### src/rtl/multi_symbol_range_encoder_macros.svh
// Assertion helpers for the range encoder
`ifndef MULTI_SYMBOL_RANGE_ENCODER_MACROS_SVH
`define MULTI_SYMBOL_RANGE_ENCODER_MACROS_SVH

// property that must hold at every clock outside reset
`define MSRE_ASSERT(label, prop, msg) \
   label: assert property (@(posedge clock) disable iff (reset) (prop)) else $error(msg);

// implication whose consequent is checked in the next cycle
`define MSRE_ASSERT_NEXT(label, ante, cons, msg) \
   label: assert property (@(posedge clock) disable iff (reset) (ante) |=> (cons)) \
      else $error(msg);

`endif

### src/rtl/msre_pkg.sv
package msre_pkg;

   localparam int WindowBits = 32;

   typedef enum logic [2:0] {
      CMD_SYMBOL     = 3'd0,
      CMD_SYMBOL_Q15 = 3'd1,
      CMD_BOOL       = 3'd2,
      CMD_BOOL_Q15   = 3'd3,
      CMD_FLUSH      = 3'd4
   } cmd_type;

   typedef struct packed {
      logic [2:0]  cmd;
      logic [14:0] cum_low;
      logic [15:0] cum_high;
      logic [15:0] total_freq;
      logic        bit_value;
      logic [14:0] zero_prob;
   } req_type;

   typedef struct packed {
      logic [8:0] carry_word;
      logic       last;
   } rsp_type;

   typedef enum logic [2:0] {
      ST_IDLE,
      ST_MAP,
      ST_NORM,
      ST_FLUSH,
      ST_EMIT
   } state_type;

   // controller -> datapath
   typedef struct packed {
      logic load;     // capture the item, do the first step
      logic map;      // compute u, v (from products in the Q15 modes)
      logic norm;     // renormalize, queue words
      logic flush_it; // one flush search step
      logic flush_end;// queue flush words, reset state
      logic pop;      // one queued word leaves
   } ctl_type;

   // datapath -> controller
   typedef struct packed {
      logic       is_flush;
      logic       is_valid_cmd;
      logic       flush_done;
      logic [1:0] words_left;
   } sts_type;

endpackage

### src/rtl/msre_ctrl.sv
`include "multi_symbol_range_encoder_macros.svh"

module msre_ctrl (
   input  logic                clock,
   input  logic                reset,
   input  logic                req_valid,
   output logic                req_ready,
   output logic                rsp_valid,
   input  logic                rsp_ready,
   input  msre_pkg::sts_type   sts,
   output msre_pkg::ctl_type   ctl
);

   msre_pkg::state_type state_ff, state_in;

   always_ff @(posedge clock) begin
      if (reset) begin
         state_ff <= msre_pkg::ST_IDLE;
      end else begin
         state_ff <= state_in;
      end
   end

   always_comb begin
      state_in  = state_ff;
      ctl       = '0;
      req_ready = 1'b0;
      rsp_valid = 1'b0;
      unique case (state_ff)
         msre_pkg::ST_IDLE: begin
            req_ready = 1'b1;
            if (req_valid) begin
               ctl.load = 1'b1;
               if (sts.is_flush) begin
                  state_in = msre_pkg::ST_FLUSH;
               end else if (sts.is_valid_cmd) begin
                  state_in = msre_pkg::ST_MAP;
               end
            end
         end
         msre_pkg::ST_MAP: begin
            ctl.map  = 1'b1;
            state_in = msre_pkg::ST_NORM;
         end
         msre_pkg::ST_NORM: begin
            ctl.norm = 1'b1;
            state_in = msre_pkg::ST_EMIT;
         end
         msre_pkg::ST_FLUSH: begin
            if (sts.flush_done) begin
               ctl.flush_end = 1'b1;
               state_in      = msre_pkg::ST_EMIT;
            end else begin
               ctl.flush_it = 1'b1;
            end
         end
         msre_pkg::ST_EMIT: begin
            if (sts.words_left == 2'd0) begin
               state_in = msre_pkg::ST_IDLE;
            end else begin
               rsp_valid = 1'b1;
               if (rsp_ready) begin
                  ctl.pop = 1'b1;
                  if (sts.words_left == 2'd1) begin
                     state_in = msre_pkg::ST_IDLE;
                  end
               end
            end
         end
         default: state_in = msre_pkg::ST_IDLE;
      endcase
   end

   `MSRE_ASSERT(a_ready_idle, !(req_ready && rsp_valid), "ready while result pending")
   `MSRE_ASSERT_NEXT(a_map_norm, state_ff == msre_pkg::ST_MAP, state_ff == msre_pkg::ST_NORM,
      "map not followed by normalize")
   `MSRE_ASSERT_NEXT(a_pop_last, ctl.pop && sts.words_left == 2'd1,
      state_ff == msre_pkg::ST_IDLE, "did not return idle after last word")

endmodule

### src/rtl/msre_datapath.sv
`include "multi_symbol_range_encoder_macros.svh"

module msre_datapath (
   input  logic                clock,
   input  logic                reset,
   input  logic                csr_write_enable,
   input  logic                csr_write_data,
   input  msre_pkg::req_type   req_payload,
   input  msre_pkg::ctl_type   ctl,
   output msre_pkg::sts_type   sts,
   output msre_pkg::rsp_type   rsp_payload
);

   localparam int W  = msre_pkg::WindowBits;
   localparam int WX = W + 17;

   logic            ro_ff;
   logic [W-1:0]    low_ff;
   logic [15:0]     rng_ff;
   logic [5:0]      cnt_ff;

   // captured item
   logic [2:0]      cmd_ff;
   logic            val_ff, sh_ff;
   logic [16:0]     ft_ff, d_ff;
   logic [16:0]     fa_ff, fb_ff;   // clamped bounds (fl, fh or fz)
   logic [31:0]     pa_ff, pb_ff;   // q15 products
   logic [W:0]      nl_ff;          // low to normalize
   logic [16:0]     nr_ff;          // range to normalize

   // flush search
   logic [W+1:0]    fl_ff;          // l + r
   logic [15:0]     m_ff;
   logic [6:0]      fs_ff;
   logic [W+1:0]    fe_c, fm_c;

   // output queue
   logic [8:0]      wq_ff [3];
   logic [1:0]      wn_ff, wr_ff;

   always_ff @(posedge clock) begin
      if (reset) begin
         ro_ff <= 1'b0;
      end else if (csr_write_enable) begin
         ro_ff <= csr_write_data;
      end
   end

   // ---------------- capture ----------------
   msre_pkg::req_type rq;
   logic [16:0] ft_c, ftc, fhc, flc, fzc, dsub, ftmax;
   logic        sh_c, q15;
   always_comb begin
      rq    = req_payload;
      q15   = (rq.cmd == msre_pkg::CMD_SYMBOL_Q15) || (rq.cmd == msre_pkg::CMD_BOOL_Q15);
      ft_c  = {1'b0, rq.total_freq};
      if (ft_c < 17'd16384) ft_c = 17'd16384;
      if (ft_c > 17'd32768) ft_c = 17'd32768;
      dsub  = {1'b0, rng_ff} - ft_c;
      sh_c  = !q15 && (dsub >= ft_c);
      ftc   = sh_c ? {ft_c[15:0], 1'b0} : ft_c;
      ftmax = q15 ? 17'd32768 : ft_c;
      fhc   = {1'b0, rq.cum_high};
      if (fhc < 17'd1) fhc = 17'd1;
      if (fhc > ftmax) fhc = ftmax;
      flc   = {2'b0, rq.cum_low};
      if (flc >= fhc) flc = fhc - 17'd1;
      fzc   = {2'b0, rq.zero_prob};
      if (fzc < 17'd1) fzc = 17'd1;
      if (fzc > ftmax - 17'd1) fzc = ftmax - 17'd1;
      if (rq.cmd == msre_pkg::CMD_BOOL || rq.cmd == msre_pkg::CMD_BOOL_Q15) begin
         flc = fzc;
      end
   end

   always_comb begin
      sts.is_flush     = (rq.cmd == msre_pkg::CMD_FLUSH);
      sts.is_valid_cmd = (rq.cmd <= msre_pkg::CMD_BOOL_Q15);
      sts.flush_done   = (m_ff == 16'd0) ||
                         ({{(W+2-16){1'b0}}, m_ff} | fe_c) < fl_ff;
      sts.words_left   = wn_ff - wr_ff;
   end

   // ---------------- map ----------------
   function automatic logic [16:0] map_s(input logic [16:0] f, input logic [16:0] d,
                                         input logic [16:0] ft, input logic ro);
      logic [17:0] e, a, b, g;
      begin
         e = ({d, 1'b0} > {1'b0, ft}) ? {d, 1'b0} - {1'b0, ft} : 18'd0;
         a = ({1'b0, f} < e) ? {1'b0, f} : e;
         g = ({1'b0, f} > e) ? ({1'b0, f} - e) >> 1 : 18'd0;
         b = (g < {1'b0, d}) ? g : {1'b0, d};
         if (ro) begin
            map_s = 17'(18'(f) + a + b);
         end else begin
            map_s = 17'(18'(f) + (({1'b0, f} < {1'b0, d}) ? {1'b0, f} : {1'b0, d}));
         end
      end
   endfunction

   logic [16:0] u_c, v_c;
   always_comb begin
      unique case (cmd_ff)
         msre_pkg::CMD_SYMBOL: begin
            u_c = map_s(sh_ff ? {fa_ff[15:0], 1'b0} : fa_ff, d_ff, ft_ff, ro_ff);
            v_c = map_s(sh_ff ? {fb_ff[15:0], 1'b0} : fb_ff, d_ff, ft_ff, ro_ff);
         end
         msre_pkg::CMD_BOOL: begin
            u_c = 17'd0;
            v_c = map_s(sh_ff ? {fa_ff[15:0], 1'b0} : fa_ff, d_ff, ft_ff, ro_ff);
         end
         msre_pkg::CMD_SYMBOL_Q15: begin
            u_c = pa_ff[31:15];
            v_c = pb_ff[31:15];
         end
         default: begin
            u_c = 17'd0;
            v_c = pa_ff[31:15];
         end
      endcase
   end

   // ---------------- normalize ----------------
   logic [4:0]  d_n;
   logic [6:0]  s_n, c_n;
   logic [W:0]  l_n;
   logic [8:0]  w0, w1;
   logic [1:0]  nw;
   always_comb begin
      d_n = 5'd16;
      for (int i = 0; i < 16; i++) begin
         if (nr_ff[i]) d_n = 5'(15 - i);
      end
      s_n = 7'({{1{cnt_ff[5]}}, cnt_ff}) + 7'(d_n);
      c_n = 7'({{1{cnt_ff[5]}}, cnt_ff}) + 7'd16;
      l_n = nl_ff;
      w0  = '0;
      w1  = '0;
      nw  = 2'd0;
      if (!s_n[6]) begin
         if (!s_n[6] && s_n >= 7'd8 && c_n >= 7'd8) begin
            w0  = 9'(l_n >> c_n[5:0]);
            l_n = l_n & ((W+1)'(({{W{1'b0}}, 1'b1} << c_n[5:0]) - 1));
            c_n = c_n - 7'd8;
            nw  = 2'd1;
         end
         if (nw == 2'd1) w1 = 9'(l_n >> c_n[5:0]);
         else            w0 = 9'(l_n >> c_n[5:0]);
         l_n = l_n & ((W+1)'(({{W{1'b0}}, 1'b1} << c_n[5:0]) - 1));
         s_n = c_n + 7'(d_n) - 7'd24;
         nw  = nw + 2'd1;
      end
   end

   // ---------------- flush ----------------
   always_comb begin
      fm_c = {{(W+2-16){1'b0}}, m_ff};
      fe_c = ({2'b0, low_ff} + fm_c) & ~fm_c;
   end

   logic [6:0]  fsum;
   logic [5:0]  fsh;
   logic [W+1:0] fe0, fe1;
   logic [8:0]  fw [3];
   logic [1:0]  fn;
   always_comb begin
      fsum = fs_ff + 7'({{1{cnt_ff[5]}}, cnt_ff});
      fsh  = 6'(cnt_ff + 6'd16);
      fe0  = fe_c;
      fn   = 2'd0;
      for (int k = 0; k < 3; k++) fw[k] = '0;
      if (!fsum[6] && fsum != 7'd0) begin
         // shift = c + 16 is in 7..15 when any word is emitted
         fe1 = fe0;
         for (int k = 0; k < 3; k++) begin
            if (!fsum[6] && fsum > 7'(8 * k)) begin
               if (fsh >= 6'(8 * k)) begin
                  fw[k] = 9'(fe1 >> (fsh - 6'(8 * k)));
                  fe1   = fe1 & ((W+2)'(({{(W+1){1'b0}}, 1'b1} << (fsh - 6'(8 * k))) - 1));
               end else begin
                  fw[k] = 9'(fe1 << (6'(8 * k) - fsh));
                  fe1   = '0;
               end
               fn = fn + 2'd1;
            end
         end
      end else begin
         fe1 = fe0;
      end
   end

   // ---------------- registers ----------------
   always_ff @(posedge clock) begin
      if (reset) begin
         low_ff <= '0;
         rng_ff <= 16'h8000;
         cnt_ff <= 6'h37;
         wn_ff  <= '0;
         wr_ff  <= '0;
      end else begin
         if (ctl.norm) begin
            low_ff <= W'(l_n << d_n);
            rng_ff <= 16'(nr_ff << d_n);
            cnt_ff <= s_n[5:0];
            wq_ff[0] <= w0;
            wq_ff[1] <= w1;
            wn_ff  <= nw;
            wr_ff  <= '0;
         end
         if (ctl.flush_end) begin
            low_ff <= '0;
            rng_ff <= 16'h8000;
            cnt_ff <= 6'h37;
            wq_ff[0] <= fw[0];
            wq_ff[1] <= fw[1];
            wq_ff[2] <= fw[2];
            wn_ff  <= fn;
            wr_ff  <= '0;
         end
         if (ctl.pop) wr_ff <= wr_ff + 2'd1;
      end
   end

   always_ff @(posedge clock) begin
      if (ctl.load) begin
         cmd_ff <= rq.cmd;
         val_ff <= rq.bit_value;
         sh_ff  <= sh_c;
         ft_ff  <= ftc;
         d_ff   <= {1'b0, rng_ff} - ftc;
         fa_ff  <= flc;
         fb_ff  <= fhc;
         pa_ff  <= 32'(flc) * 32'(rng_ff);
         pb_ff  <= 32'(fhc) * 32'(rng_ff);
         fl_ff  <= (W+2)'(low_ff) + (W+2)'(rng_ff);
         m_ff   <= 16'h7FFF;
         fs_ff  <= 7'd9;
      end
      if (ctl.map) begin
         if (cmd_ff == msre_pkg::CMD_SYMBOL || cmd_ff == msre_pkg::CMD_SYMBOL_Q15) begin
            nl_ff <= (W+1)'(low_ff) + (W+1)'(u_c);
            nr_ff <= v_c - u_c;
         end else begin
            nl_ff <= val_ff ? (W+1)'(low_ff) + (W+1)'(v_c) : (W+1)'(low_ff);
            nr_ff <= val_ff ? {1'b0, rng_ff} - v_c : v_c;
         end
      end
      if (ctl.flush_it) begin
         m_ff  <= m_ff >> 1;
         fs_ff <= fs_ff + 7'd1;
      end
   end

   always_comb begin
      rsp_payload.carry_word = wq_ff[wr_ff];
      rsp_payload.last       = (wr_ff + 2'd1 == wn_ff);
   end

   `MSRE_ASSERT(a_range_norm, rng_ff[15], "range not normalized")
   `MSRE_ASSERT(a_queue, wr_ff <= wn_ff, "queue read past fill")
   `MSRE_ASSERT_NEXT(a_flush_reset, ctl.flush_end, rng_ff == 16'h8000 && low_ff == '0,
      "flush did not reset state")

endmodule

### src/rtl/multi_symbol_range_encoder.sv
// channel | ports                       | direction
// req     | req_valid/req_ready/req_payload | in, one command item
// rsp     | rsp_valid/rsp_ready/rsp_payload | out, 9-bit pre-carry words
// csr     | csr_write_enable/csr_write_data | in, reduced_overhead
// Symbol and boolean items pass through capture (with products), map and
// normalize, then emit their result words; flush searches one mask bit per
// cycle, then emits its words. Unknown commands are taken in idle and give
// no words.
// Reset is synchronous, active high; state returns to range 0x8000.
// A stalled rsp holds the block; no new item is taken until all words leave.
module multi_symbol_range_encoder (
   input  logic                clock,
   input  logic                reset,
   input  logic                req_valid,
   output logic                req_ready,
   input  msre_pkg::req_type   req_payload,
   output logic                rsp_valid,
   input  logic                rsp_ready,
   output msre_pkg::rsp_type   rsp_payload,
   input  logic                csr_write_enable,
   input  logic                csr_write_data
);

   msre_pkg::ctl_type ctl;
   msre_pkg::sts_type sts;

   msre_ctrl u_ctrl (
      .clock     (clock),
      .reset     (reset),
      .req_valid (req_valid),
      .req_ready (req_ready),
      .rsp_valid (rsp_valid),
      .rsp_ready (rsp_ready),
      .sts       (sts),
      .ctl       (ctl)
   );

   msre_datapath u_dp (
      .clock            (clock),
      .reset            (reset),
      .csr_write_enable (csr_write_enable),
      .csr_write_data   (csr_write_data),
      .req_payload      (req_payload),
      .ctl              (ctl),
      .sts              (sts),
      .rsp_payload      (rsp_payload)
   );

endmodule

### config.mk
export PLATFORM = sky130hd
export DESIGN_NAME = multi_symbol_range_encoder
export DESIGN_NICKNAME = d
export VERILOG_FILES = /design/src/rtl/msre_pkg.sv /design/src/rtl/msre_ctrl.sv /design/src/rtl/msre_datapath.sv /design/src/rtl/multi_symbol_range_encoder.sv
export VERILOG_INCLUDE_DIRS = /design/src /design/src/rtl
export SDC_FILE = /design/constraint.sdc
export NUM_CORES = 2
export LEC_CHECK = 0
export BUFFER_PORTS_ARGS = -buffer_cell sky130_fd_sc_hd__buf_2
export CAP_MARGIN = 0
export CORE_ASPECT_RATIO = 1.25
export CORE_MARGIN = 4
export CORE_UTILIZATION = 50
export DETAILED_ROUTE_END_ITERATION = 8
export PLACE_DENSITY = 0.72
export SLEW_MARGIN = 0
export SYNTH_ARGS = -nofsm -noshare
export SYNTH_HDL_FRONTEND = slang
export SYNTH_HIERARCHICAL = 1
export SYNTH_SLANG_ARGS = --single-unit
### constraint.sdc
create_clock -name clock -period 39.9 [get_ports clock]
set_input_delay 1.995 -clock clock [delete_from_list [all_inputs] [get_ports clock]]
set_output_delay 1.995 -clock clock [all_outputs]
set_load 0.01 [all_outputs]
== After elaboration in Yosys (flattened, before gate mapping) ==
Memory sizes are Yosys's and may differ from the RTL's. A register that Yosys moved wholly into a read port is not among the register bits.
Cells that the tools add are included.

* Input bits: 72
* Output and inout bits: 12
* Memories: 1
* Flip-flop bits (word level): 305
* Memory bits (writable): 27

{| class="wikitable"
|+ Memories
! memory !! words !! width !! rd ports !! clocked after memory_dff !! wr ports !! line !! RTL
|-
| u_dp.wq_ff || 3 || 9 || 1 || 1 || 3 || msre_datapath.sv:38 || <nowiki>logic [8:0] wq_ff [3];</nowiki>
|}

* $lt $le $gt $ge: 27
* Eq/ne operators: 18
* Shift operators: 14
* Multipliers: 2
* Bitwise logic cells: 9
* Reduce and logical (&&, ||, !) cells: 24
* Muxes and demuxes: 118
* $add $sub $neg: 41

{| class="wikitable"
|+ Operators by type and width
! kind !! number
|-
| $mux 17 || 21
|-
| $mux 34 || 6
|-
| $mux 33 || 5
|-
| $mux 9 || 13
|-
| $add 17x17->17 || 6
|-
| $and 34x34->34 || 3
|-
| $shl 34x6->9 || 3
|-
| $shr 34x6->9 || 3
|-
| $mux 5 || 16
|-
| $shl 1x6->34 const A || 2
|-
| $sub 34x1->34 const B || 2
|-
| $add 32x17->33 || 2
|-
| $and 33x33->33 || 2
|-
| $shl 1x6->33 const A || 2
|-
| $shr 33x6->9 || 2
|-
| $sub 33x1->33 const B || 2
|-
| $mul 17x16->32 || 2
|-
| $pmux 17 s3 || 1
|-
| $sub 16x17->17 || 3
|-
| $gt 17x18->1 || 2
|-
| $lt 17x18->1 || 2
|-
| $lt 18x17->1 || 2
|-
| $sub 17x18->18 || 2
|-
| $lt 17x17->1 || 2
|-
| 73 further kinds || 147
|}

== Depth between registers and ports, before layout ==
* Depth in word-level cells: 27
* Gate-level depth with buffers: 63
* Depth with buffers taken out: 60

== By module ==
The synthesis kept the hierarchy.

{| class="wikitable"
|+ Modules (own cells, without submodules)
! module !! times used !! cells an instance !! sequential area each (um^2) !! area each (um^2)
|-
| msre_datapath || 1 || 8026 || 8338.0 || 62713.9
|-
| msre_ctrl || 1 || 27 || 60.1 || 240.2
|}

== Worst setup path after synthesis ==
OpenSTA, ideal clock, no wires.

* Path type: input -> register
* Start point: input req_payload[26] in the netlist's numbering
* End point: register u_dp.pa_ff[30] (data pin)
* Arrival time: 13.257 ns
* Setup slack: 26.381 ns
* Cell stages on the path: 51
* Data required time: 39.638 ns
* Setup time: 0.262 ns
* Path through: or4_4 or4b_4 o41ai_4 and2_1 buf_6 nand2_2 ha_1 nand3_1 o21bai_1 a311oi_1 nor3_2 nor2_2 buf_2 mux2_2 clkbuf_1 inv_1 ha_1 nor2b_1 [... 15 more ...] fa_1 inv_1 fa_1 fa_1 inv_1 fa_1 inv_1 ha_1 nand3_1 or3_1 a31oi_1 or3_1 nor3b_1 a21boi_1 a211o_1 a21oi_2 o21ai_1 xor2_1

* Word-level cells in the longest chain between the ends: 11
* Elaborated cells between the ends (all ways): 15
* Those cells by class: add/sub: 2; mul: 1; order compare: 5; mux: 7

{| class="wikitable"
|+ RTL lines
! item !! line !! RTL
|-
| start, declared || multi_symbol_range_encoder.sv:16 || <nowiki>input msre_pkg::req_type req_payload,</nowiki>
|-
| $lt 16x15->1 || msre_datapath.sv:57 || <nowiki>if (ft_c < 17'd16384) ft_c = 17'd16384;</nowiki>
|-
| $mux 16 (*) || msre_datapath.sv:57 ||
|-
| $gt 16x16->1 || msre_datapath.sv:58 || <nowiki>if (ft_c > 17'd32768) ft_c = 17'd32768;</nowiki>
|-
| $mux 17 (*) || msre_datapath.sv:58 ||
|-
| $mux 17 (*) || msre_datapath.sv:62 || <nowiki>ftmax = q15 ? 17'd32768 : ft_c;</nowiki>
|-
| $gt 16x17->1 || msre_datapath.sv:65 || <nowiki>if (fhc > ftmax) fhc = ftmax;</nowiki>
|-
| $mux 17 (*) || msre_datapath.sv:65 ||
|-
| via u_dp.fhc[1] || msre_datapath.sv:51 || <nowiki>logic [16:0] ft_c, ftc, fhc, flc, fzc, dsub, ftmax;</nowiki>
|-
| $sub 17x1->17 or $ge 15x17->1 (tied branches) || msre_datapath.sv:67 || <nowiki>if (flc >= fhc) flc = fhc - 17'd1;</nowiki>
|-
| $mux 17 (*) || msre_datapath.sv:67 ||
|-
| $mux 17 (*) || msre_datapath.sv:71 || <nowiki>if (rq.cmd == msre_pkg::CMD_BOOL || rq.cmd == msre_pkg::CMD_BOOL_Q15) begin</nowiki>
|-
| via u_dp.flc[6] || msre_datapath.sv:51 ||
|-
| $mul 17x16->32 (*) || msre_datapath.sv:233 || <nowiki>pa_ff <= 32'(flc) * 32'(rng_ff);</nowiki>
|-
| end signal, assigned || msre_datapath.sv:233 ||
|-
| end, declared || msre_datapath.sv:27 || <nowiki>logic [31:0] pa_ff, pb_ff;</nowiki>
|}

Mark *: on every way through the listed nets, which the timed path passes. The rest lies on a longest branch.
A chain may end at the register's enable or synchronous reset.

== Worst setup path in the final report ==
* Start point: register u_dp.d_ff[0]
* End point: register u_dp.nr_ff[15] (data pin)

* Word-level cells in the longest chain between the ends: 12
* Elaborated cells between the ends (all ways): 35
* Those cells by class: add/sub: 11; order compare: 9; mux: 15

{| class="wikitable"
|+ RTL lines
! item !! line !! RTL
|-
| start, declared || msre_datapath.sv:25 || <nowiki>logic [16:0] ft_ff, d_ff;</nowiki>
|-
| start signal, assigned || msre_datapath.sv:230 || <nowiki>d_ff <= {1'b0, rng_ff} - ftc;</nowiki>
|-
| $sub 18x17->18 or $gt 18x17->1 (tied branches) || msre_datapath.sv:89 || <nowiki>e = ({d, 1'b0} > {1'b0, ft}) ? {d, 1'b0} - {1'b0, ft} : 18'd0;</nowiki>
|-
| $mux 18 || msre_datapath.sv:89 ||
|-
| $sub 17x18->18 or $gt 17x18->1 (tied branches) || msre_datapath.sv:91 || <nowiki>g = ({1'b0, f} > e) ? ({1'b0, f} - e) >> 1 : 18'd0;</nowiki>
|-
| $mux 17 || msre_datapath.sv:91 ||
|-
| $lt 18x17->1 || msre_datapath.sv:92 || <nowiki>b = (g < {1'b0, d}) ? g : {1'b0, d};</nowiki>
|-
| $mux 17 || msre_datapath.sv:92 ||
|-
| $add 17x17->17 || msre_datapath.sv:94 || <nowiki>map_s = 17'(18'(f) + a + b);</nowiki>
|-
| $mux 17 || msre_datapath.sv:93 || <nowiki>if (ro) begin</nowiki>
|-
| $pmux 17 s3 || msre_datapath.sv:103 || <nowiki>unique case (cmd_ff)</nowiki>
|-
| $sub 16x17->17 || msre_datapath.sv:245 || <nowiki>nr_ff <= val_ff ? {1'b0, rng_ff} - v_c : v_c;</nowiki>
|-
| $mux 17 || msre_datapath.sv:245 ||
|-
| $mux 17 (*) || msre_datapath.sv:240 || <nowiki>if (cmd_ff == msre_pkg::CMD_SYMBOL || cmd_ff == msre_pkg::CMD_SYMBOL_Q15) begin</nowiki>
|-
| end signal, assigned || msre_datapath.sv:242 || <nowiki>nr_ff <= v_c - u_c;</nowiki>
|-
| end signal, assigned || msre_datapath.sv:245 ||
|-
| end, declared || msre_datapath.sv:29 || <nowiki>logic [16:0] nr_ff;</nowiki>
|}

Mark *: on every way between the ends. The rest lies on a longest branch, timed or not.

==> key figures <==
Clocking
  • CTS resizes: 0
  • Clock sinks: around 300
  • Worst skew pair latency: ~660 ps
  • Post-CTS setup repair buffer count: 0
  • CTS Buf Count: 40
  • CTS clk-pin slew, worst paths: approximately 60 ps
  • CTS tree: done
  • H-tree levels: 2
  • Hold-fix buffers at CTS: 0
  • Max Root-Sink Buffers: 3
  • CTS Root Cell: clkbuf_16

Placed design
  • DP Area: 65200 sq um
  • GP Congestion: 1.12
  • Port bufs: 83
  • HPWL after DPL: between 200000 and 250000 um

Floorplanning
  • Rows: about 150
  • Num ports: 84
  • Chip Height: about 400 um
  • Starting Density: 50.4%
  • Chip width: between 300 and 400 um
  • Total Die Area: between 100000 and 150000 sq um
  • Core footprint: 125000 sq um

Drt
  • DRC Markers: 14
  • Wire per inst: around 30 um
  • Routed wire length: approximately 290000 um
  • Pre-antenna DRT Iters: 9
  • Starting DRT DRC Count: 7246
  • Vias: 64100
  • Via-to-Cell Ratio: 6.68
  • Post-route ant nets: 0

GRT
  • Number of global-route vias before repair: roughly 63000
  • Total GRT Usage: about 44%
  • Largest net degree at the start of global routing: slightly above 80
  • Initial antenna violation count: 42
  • First-pass GRT wire length: between 400000 and 500000 um
  • Grt total ovfl: 0

Critical path
  • Cells on worst reg2reg path: 58
  • R2R Path End: u_dp/nr_ff[15]
  • Worst setup path start: u_dp/d_ff[0]
  • Setup crit end kind: flop
  • R2r setup slk: around 25000 ps
  • Reg-to-Reg Start: u_dp/d_ff[0]
  • Critical Path RT: slightly above 40000 ps
  • Crit-path max cell delay: 820 ps
  • Critical Path Slowest Stage Cell: xor2_1
  • Most used cell, CP: a21oi_1
  • CP max FO: 32
  • Worst Path Arrival: around 16000 ps
  • Worst Setup Start Kind: flop
  • Setup CP Type: reg2reg

Final layout
  • Layout area overhead: 6.20%
  • Fraction of layout cells with a size suffix above 1: around 7.8%
  • Design area: approximately 67000 sq um
  • Nets: 9074
  • Final cell utilization of the core: 53.5%

Power and ir drop
  • Tot Pwr: between 6 and 7 mW
  • Power per cell area: ~100 nW/um^2
  • Maximum vdd ir drop: approximately 130 uV
  • Leak Pwr: just under 30 nW

Logic synthesis
  • Async set-reset flop share out of synthesis: 0%
  • Post-synth EDFFs: about 240
  • Most area-consuming cells after synthesis: fa_1 14%, ha_1 13%, edfxtp_1 11%
  • Synth warn: 6
  • Post-Syn Area per Cell: 7.82 sq um
  • #FFs+latches synth: roughly 300
  • Synth unique cells: around 120
  • Synth area leader: fa_1
  • Post-synth top area share: around 14%
  • Sequential cell area fraction in the yosys report: about an eighth
  • Main synth FF type: edfxtp_1
  • Post-Synthesis Cells: slightly above 8000
  • Area of the mapped netlist: 63000 sq um

STA
  • Max Freq: 65.7 MHz
  • Final setup vio count: 0
  • Hold Vio Cnt, Final: 0
  • Post-route minimum period: ~15000 ps
  • Worst-Margin Slew: ~1600 ps
  • Setup repair after global routing missed its margin: false
  • Setup TNS: 0 ps
  • Period utilization: a little under two fifths
  • Slew Limit Fails: 5
  • Slew headroom: -7.40%
  • Worst Clk Skew: 27.5 ps

Worst hold path
  • Min-Delay Endpoint: u_dp/rng_ff[11]
  • WHS Path Cells: 2
  • Worst hold path class: reg2reg
  • Worst Hold Launch: u_dp/rng_ff[11]

Status
  • Status: finished with violations
  • Violated checks: design-rule violations, max-capacitance violations, max-slew violations

Job
  • Max-Cap Viols: 1
registers in the layout (all words and copies together), names as in the netlist, 3 cells and up, named ones only:
signal / flops
u_dp/nl_ff: 33
u_dp/rng_ff: 16
u_dp/pa_ff: 17
u_dp/nr_ff: 16
u_dp/fl_ff: 33
u_dp/ft_ff: 17
u_dp/fs_ff: 7
u_ctrl/state_ff: 3
u_dp/pb_ff: 17
u_dp/m_ff: 15
u_dp/cmd_ff: 3
u_dp/low_ff: 32
u_dp/fa_ff: 17
u_dp/fb_ff: 16
u_dp/cnt_ff: 6
u_dp/d_ff: 17
u_dp/wq_ff: 27
kinds of logic after synthesis:
kind of cell | synth area share (%)
adder cells (fa/ha/maj) | 26.9
other | 0.0119
AO/OA/AOI/OAI | 20.9
XOR/XNOR | 4.58
AND/OR/NAND/NOR | 20.0
multiplexers | 6.10
buffers and inverters | 8.06
flip-flops | 13.3
per-stage QoR:
stage,worst slack [ps],instances,hold slack (ps)
CTS,24830,9554,478
global placement,24400,9481,451
detailed placement,24200,9481,470
finish,24670,9607,478
floorplan,26380,8068,488
global route,23880,9570,508
routing by layer:
metal	vias up	part of all wire [%]	global-route usage, %
li1	27900	-	-
met2	4118	44	68.2
met1	30500	32	44.4
met5	-	0.058	0.368
met3	1534	10	18.3
met4	24	13	46.2
power breakdown:
| group | leakage [nW] | switching [mW] | internal, mW |
|---|---|---|---|
| registers | 2.72 | 0.159 | 0.458 |
| clock network | 0.640 | 0.175 | 0.215 |
| logic | 26.2 | 3.54 | 2.11 |
| total | 29.6 | 3.87 | 2.79 |
cells in the final DEF (no fill, tap or decap), types with 102 or more instances in the layout:
| cell type | Yosys | routed |
|---|---|---|
| buf_4 | 2 | 179 |
| xnor2_1 | 227 | 226 |
| nand3_1 | 175 | 175 |
| a211oi_1 | 111 | 111 |
| edfxtp_1 | 237 | 237 |
| xor2_1 | 102 | 102 |
| and2_1 | 254 | 254 |
| nand2_1 | 882 | 882 |
| nor2_1 | 679 | 676 |
| fa_1 | 450 | 450 |
| mux2i_1 | 206 | 206 |
| a21o_1 | 129 | 129 |
| nor3_1 | 163 | 161 |
| inv_1 | 855 | 852 |
| ha_1 | 635 | 635 |
| o21ai_0 | 412 | 407 |
| a21oi_1 | 529 | 522 |
synth_stat cells (all sizes together) (76+ instances only):
master,number
a21oi,537
o21a,84
clkbuf,356
xnor2,227
nand2,885
and2,257
xor2,102
o211ai,82
fa,450
nor3,167
nand3,175
buf,109
mux2i,208
edfxtp,237
a31oi,88
o21ai,424
nor2,682
ha,635
inv,860
nand2b,91
nor2b,77
mux2,76
a21o,130
a211oi,112
worst max path at each step:
stage / end / slack (ps) / cells past startpoint
6_report: u_dp/nr_ff[15] / 24670 / 58
5_1_grt: u_dp/nr_ff[14] / 23880 / 58
4_1_cts: u_dp/pa_ff[30] / 24830 / 43
3_5_place_dp: u_dp/pa_ff[30] / 24200 / 43
3_3_place_gp: u_dp/pa_ff[30] / 24400 / 43
2_1_floorplan: u_dp/pa_ff[30] / 26380 / 51
layout make-up:
class	instances	area, sq um
timing repair buffer	272	1930
tap	1617	2020
clock inverter	25	268
sequential	301	8420
inverter	865	3250
fill	11900	58100
antenna	42	105
clock buffer	48	1080
multi-input combinational	6437	49800
critical path, delay by kind of cell (launching register included):
family	cells	cell delay (ps)
AOI/OAI and AO/OA	29	7060
xor gates and xnor gates	2	960
DFF	1	650
and+or+nand+nor	12	2210
adders and majority gates	8	2920
buffers and inverters	7	1080
No activity file was read; power rests on OpenSTA's default activity.
